<file path="config.mk">
export PLATFORM = sky130hd
export DESIGN_NAME = minmax_contrast_stretch
export DESIGN_NICKNAME = d
export VERILOG_FILES = /design/src/rtl/mmcs_pkg.sv /design/src/rtl/mmcs_cell.sv /design/src/rtl/minmax_contrast_stretch.sv
export SDC_FILE = /design/constraint.sdc
export NUM_CORES = 1
export LEC_CHECK = 0
export BUFFER_PORTS_ARGS = -buffer_cell sky130_fd_sc_hd__buf_2
export CAP_MARGIN = 20
export CORE_MARGIN = 2
export CORE_UTILIZATION = 55
export CTS_BUF_LIST = sky130_fd_sc_hd__clkbuf_4 sky130_fd_sc_hd__clkbuf_8 sky130_fd_sc_hd__clkbuf_16
export DETAILED_ROUTE_END_ITERATION = 8
export PLACE_DENSITY = 0.71
export SYNTH_ARGS = -nofsm -noshare
export SYNTH_HDL_FRONTEND = slang
export SYNTH_SLANG_ARGS = --single-unit
</file>
<file path="constraint.sdc">
create_clock -name clk_i -period 6.29 [get_ports clk_i]
set_input_delay 0.629 -clock clk_i [delete_from_list [all_inputs] [get_ports clk_i]]
set_output_delay 0.629 -clock clk_i [all_outputs]
set_load 0.01 [all_outputs]
</file>
<file path="src/rtl/mmcs_pkg.sv">
// ----------------------------------------------------------------------------
// mmcs_pkg
// Shared types and constants for the min-max contrast stretch block.
// ----------------------------------------------------------------------------
package mmcs_pkg;

  localparam int unsigned PixW    = 16;
  localparam int unsigned OutW    = 8;
  localparam int unsigned RemW    = PixW + OutW;
  localparam int unsigned NumCells = OutW;

  localparam logic [PixW-1:0] PixMax = 16'hFFFF;
  localparam logic [PixW-1:0] PixMin = 16'h0000;
  localparam logic [OutW-1:0] OutMax = 8'hFF;

  typedef logic [PixW-1:0] pix_t;
  typedef logic [OutW-1:0] out_t;
  typedef logic [RemW-1:0] rem_t;

  // one item travelling along the divider chain
  typedef struct packed {
    logic  valid;
    logic  forced;
    rem_t  rem;
    pix_t  span;
    out_t  quo;
  } cell_t;

endpackage

</file>
<file path="src/rtl/mmcs_cell.sv">
// ----------------------------------------------------------------------------
// mmcs_cell
// One restoring-division step: decides one quotient bit and passes the item on.
// ----------------------------------------------------------------------------
module mmcs_cell #(
  parameter int unsigned BitPos = 0
) (
  input  logic            clk_i,
  input  logic            rst_ni,
  input  logic            adv_i,
  input  mmcs_pkg::cell_t cell_i,
  output mmcs_pkg::cell_t cell_o
);
  import mmcs_pkg::*;

  rem_t  shifted;
  logic  take;
  cell_t cell_d;
  cell_t cell_q;

  assign shifted = rem_t'(cell_i.span) << BitPos;
  assign take    = !cell_i.forced && (cell_i.rem >= shifted);

  always_comb begin
    cell_d = cell_i;
    if (take) begin
      cell_d.rem         = cell_i.rem - shifted;
      cell_d.quo[BitPos] = 1'b1;
    end
  end

  always_ff @(posedge clk_i or negedge rst_ni) begin
    if (!rst_ni) begin
      cell_q <= '0;
    end else if (adv_i) begin
      cell_q <= cell_d;
    end
  end

  assign cell_o = cell_q;

endmodule

</file>
<file path="src/rtl/minmax_contrast_stretch.sv">
// ----------------------------------------------------------------------------
// minmax_contrast_stretch
// Two-pass min-max stretch of 16-bit pixels to 8 bits through a divider chain.
// ----------------------------------------------------------------------------
// structure: a convert item passes through the setup register (loaded at acceptance),
//   8 division cells of one quotient bit each, and
//   1 output register
// throughput: one item per cycle while the chain advances; measure items complete at acceptance
// the chain stalls only while a finished result waits at the output
// reset: min 65535, max 0, chain and output empty
module minmax_contrast_stretch (
  input  logic                  clk_i,
  input  logic                  rst_ni,
  input  logic                  in_valid_i,
  output logic                  in_ready_o,
  input  logic                  req_type_i,
  input  logic                  frame_start_i,
  input  logic [15:0]           pixel_value_i,
  output logic                  out_valid_o,
  input  logic                  out_ready_i,
  output logic [7:0]            scaled_pixel_o
);
  import mmcs_pkg::*;

  pix_t  lo_q, lo_d, hi_q, hi_d;
  pix_t  lo_base, hi_base, diff;
  logic  in_acc, adv, out_load;
  logic  flat, below, above;
  cell_t setup_d, setup_q;
  cell_t chain [NumCells+1];
  logic  out_valid_q;
  out_t  out_data_q;

  assign adv        = !chain[NumCells].valid || !out_valid_q || out_ready_i;
  assign in_ready_o = adv;
  assign in_acc     = in_valid_i && in_ready_o;
  assign out_load   = !out_valid_q || out_ready_i;

  // measure pass
  always_comb begin
    lo_base = frame_start_i ? PixMax : lo_q;
    hi_base = frame_start_i ? PixMin : hi_q;
    lo_d    = lo_q;
    hi_d    = hi_q;
    if (in_acc && !req_type_i) begin
      lo_d = (pixel_value_i < lo_base) ? pixel_value_i : lo_base;
      hi_d = (pixel_value_i > hi_base) ? pixel_value_i : hi_base;
    end
  end

  always_ff @(posedge clk_i or negedge rst_ni) begin
    if (!rst_ni) begin
      lo_q <= PixMax;
      hi_q <= PixMin;
    end else begin
      lo_q <= lo_d;
      hi_q <= hi_d;
    end
  end

  // convert pass setup
  always_comb begin
    flat  = hi_q <= lo_q;
    below = pixel_value_i <= lo_q;
    above = pixel_value_i >= hi_q;
    diff  = pixel_value_i - lo_q;
    setup_d.valid  = in_acc && req_type_i;
    setup_d.forced = flat || below || above;
    setup_d.span   = hi_q - lo_q;
    setup_d.rem    = (rem_t'(diff) << OutW) - rem_t'(diff);
    setup_d.quo    = (!flat && !below && above) ? OutMax : '0;
  end

  always_ff @(posedge clk_i or negedge rst_ni) begin
    if (!rst_ni) begin
      setup_q <= '0;
    end else if (adv) begin
      setup_q <= setup_d;
    end
  end

  assign chain[0] = setup_q;

  for (genvar k = 0; k < NumCells; k++) begin : g_cell
    mmcs_cell #(
      .BitPos(NumCells - 1 - k)
    ) u_cell (
      .clk_i (clk_i),
      .rst_ni(rst_ni),
      .adv_i (adv),
      .cell_i(chain[k]),
      .cell_o(chain[k+1])
    );
  end

  // output register
  always_ff @(posedge clk_i or negedge rst_ni) begin
    if (!rst_ni) begin
      out_valid_q <= 1'b0;
    end else if (out_load) begin
      out_valid_q <= chain[NumCells].valid;
    end
  end

  always_ff @(posedge clk_i) begin
    if (out_load) begin
      out_data_q <= chain[NumCells].quo;
    end
  end

  assign out_valid_o    = out_valid_q;
  assign scaled_pixel_o = out_data_q;

endmodule

</file>
==> results.json <==
{
  "finalHoldViolCount": 0,
  "antenna_left": 0,
  "reg2reg_from": "lo_q[0]",
  "final_cell_mix": "592 x nand2_1, 398 x dfrtp_1, 302 x o21ai_0",
  "diodes": 0,
  "p_leak_uw": 0.0135,
  "cts_made_buffers": 48,
  "fin_skew_ps": 17.6,
  "crit_path_top_delay_cell": "dfstp_2",
  "initial_utilization": 0.556,
  "ys_top_cells_by_area": "dfrtp_1 37%, ha_1 10%, nand2_1 8.4%",
  "startpoint_type": "register",
  "cts_resized": 0,
  "dp_hpwl_um": 46400,
  "grt_start_max_net_pins": 151,
  "overflow": 0,
  "tritoncts": "built",
  "synth_fp_nets": 3346,
  "hold_class": "in2async",
  "drc": 0,
  "r2r_end": "chain[445]",
  "critPathCaptureType": "register",
  "rsz0062_at_grt": "false",
  "powerDensity_nw_per_um2": 632,
  "slew_viol_final": 0,
  "grt_pass1_wl_um": 105000,
  "gp_congestion": 0.923,
  "cp.required_ps": 6750,
  "dieArea_um2": 50100,
  "yosys.area.top_type": "dfrtp_1",
  "routed_wl_um": 62300,
  "fin_crit_ps": 5220,
  "ir_worst_vdd_mv": 0.425,
  "clockBufferDepth": 3,
  "rr_worst_depth": 16,
  "dpl-instance-area_um2": 27200,
  "fp.dieH_um": 224,
  "postCtsSetupBuffers": 0,
  "antenna_found_initial": 0,
  "portBuffers": 31,
  "rrSetupSlack_ps": 1070,
  "async_flop_share": 0.981,
  "path_cells": "ha_1 -> inv_1 -> fa_1 -> a21o_1 -> a221oi_1 -> o21ai_0 -> xor2_1 -> inv_1 -> ha_1 -> or4b_1 -> o41ai_2 -> a221oi_1 -> nor3b_4 -> a41oi_1 -> o2111ai_1 -> nand4_1",
  "clk_latency_ps": 600,
  "nets": 3321,
  "postCtsHoldBufs": 0,
  "drt_iter0_drc": 1191,
  "core_area_um2": 47700,
  "whs_ps": 131,
  "worst_slew_pin_slew_ps": 1020,
  "grt_pass1_vias": 21517,
  "ys_warn_count": 0,
  "h-tree-depth": 2,
  "row_count": 80,
  "postLayoutCellArea_um2": 28900,
  "critical_path_class": "reg2reg",
  "critical-path-max-stage-delay_ps": 570,
  "crit_fanout": 7,
  "period_share": 0.829,
  "synth_area_um2": 26600,
  "areaGrowthSynthToFinish_pct": 8.82,
  "syn_inst": 3102,
  "grt_use_total": 0.254,
  "wl_per_cell_um": 16.7,
  "mostFrequentLayoutCell": "nand2_1",
  "status": "complete, no violations",
  "viasPerCell": 5.75,
  "finalSetupViolations": 0,
  "cts.clk_slew.worst_paths_ps": 60,
  "slew_headroom": 0.304,
  "die_x_um": 224,
  "root_buffer": "clkbuf_16",
  "setup_tns_ps": 0,
  "synth.avg_cell_area_um2": 8.56,
  "max_freq_ghz": 0.192,
  "ys_seq_area_frac": 0.400,
  "cap_violations": 0,
  "yosysUniqueCellTypes": 90,
  "synthFlopType": "dfrtp_1",
  "clock-sinks": 422,
  "io_pins": 32,
  "synth-edff-count": 8,
  "final_layout_size_suffix_gt1_frac": 0.0651,
  "first_pass_iters": 5,
  "crit_arrival_ps": 5680,
  "ys_ff_latch": 422,
  "yosys.area.top_type_share": 0.375,
  "vias": 21444
}
==> worst max path at each step <==
stage	startpoint	endpoint	slack, ps	cells after the start
floorplan	pixel_value_i[0]	chain[445]	1590	17
global placement	pixel_value_i[0]	chain[445]	830	18
detailed placement	pixel_value_i[0]	chain[445]	760	18
CTS	lo_q[0]	chain[445]	1100	16
global route	lo_q[0]	chain[445]	770	16
finish	lo_q[0]	chain[445]	1070	16
==> cell usage after synthesis, types with 9 or more instances <==
| cell | count |
|---|---|
| dfrtp_1 | 398 |
| o21ai_0 | 302 |
| o21bai_1 | 10 |
| nor2_1 | 209 |
| inv_1 | 232 |
| nor3_1 | 43 |
| nor4_1 | 17 |
| a31oi_1 | 19 |
| a211oi_1 | 19 |
| a21o_1 | 67 |
| xnor2_1 | 77 |
| dfstp_2 | 16 |
| or3_1 | 15 |
| o31ai_1 | 17 |
| o211ai_1 | 18 |
| o21a_1 | 20 |
| nor2b_1 | 35 |
| mux2i_1 | 84 |
| a21boi_0 | 14 |
| ha_1 | 213 |
| nand2b_1 | 43 |
| fa_1 | 9 |
| clkbuf_1 | 108 |
| nand3_1 | 39 |
| and3_1 | 11 |
| a21oi_1 | 191 |
| xor2_1 | 57 |
| nand4_1 | 32 |
| o22a_1 | 17 |
| or2_2 | 14 |
| nand2_1 | 592 |
==> power by group <==
part           switching (uW)  internal [uW]
combinational            5920           4300
clock                    1150           1750
sequential               1020           4110
total                    8090          10200
==> registers in the layout (all words and copies together) (netlist names) <==
register and cells:
hi_q 16, scaled_pixel_o 8, lo_q 16, out_valid_o 1, g_cell.u_cell.cell_o 338, chain 43
==> cell families (layout without fill, tap and decap cells) <==
| kind of cell | count (synthesis) | count (layout) | synth area share |
|---|---|---|---|
| buf+inv | 356 | 370 | 0.0510 |
| compound gates | 780 | 780 | 0.181 |
| mux | 92 | 92 | 0.0350 |
| xor+xnor | 135 | 135 | 0.0448 |
| fa+ha+maj | 222 | 222 | 0.107 |
| flops | 422 | 422 | 0.400 |
| simple gates | 1095 | 1095 | 0.182 |
==> worst max-delay path: cells and delay by family (launching register included) <==
| family | cells | cell delay [ps] |
|---|---|---|
| AOI/OAI and AO/OA | 7 | 1820 |
| xor gates and xnor gates | 1 | 440 |
| adders and majority gates | 3 | 970 |
| buffers and inverters | 2 | 280 |
| DFF | 1 | 570 |
| and+or+nand+nor | 3 | 1010 |
==> cell type report <==
class / count / area (um2)
sequential: 422 / 10600
fill: 4253 / 18800
multi-input combinational: 2324 / 14600
tap: 615 / 769
timing repair buffer: 49 / 325
clock buffer: 71 / 1480
clock inverter: 18 / 200
inverter: 232 / 878
==> metrics by stage <==
stage	power (uW)	cells	util	setup WS, ps
final	18300	3731	0.606	1070
after global routing	19900	3731	0.606	772
after CTS	18300	3731	0.606	1100
after detailed placement	15300	3642	0.570	756
after global placement	14800	3642	0.570	826
after floorplan	12800	3102	-	1590
==> layer usage <==
metal,global-route usage,up-vias,part of all wire
met5,0,-,0
met4,0.117,0,0.043
met3,0.0278,145,0.031
met2,0.457,372,0.50
met1,0.305,10276,0.42
li1,-,10651,-
No activity file was read; power rests on OpenSTA's default activity.
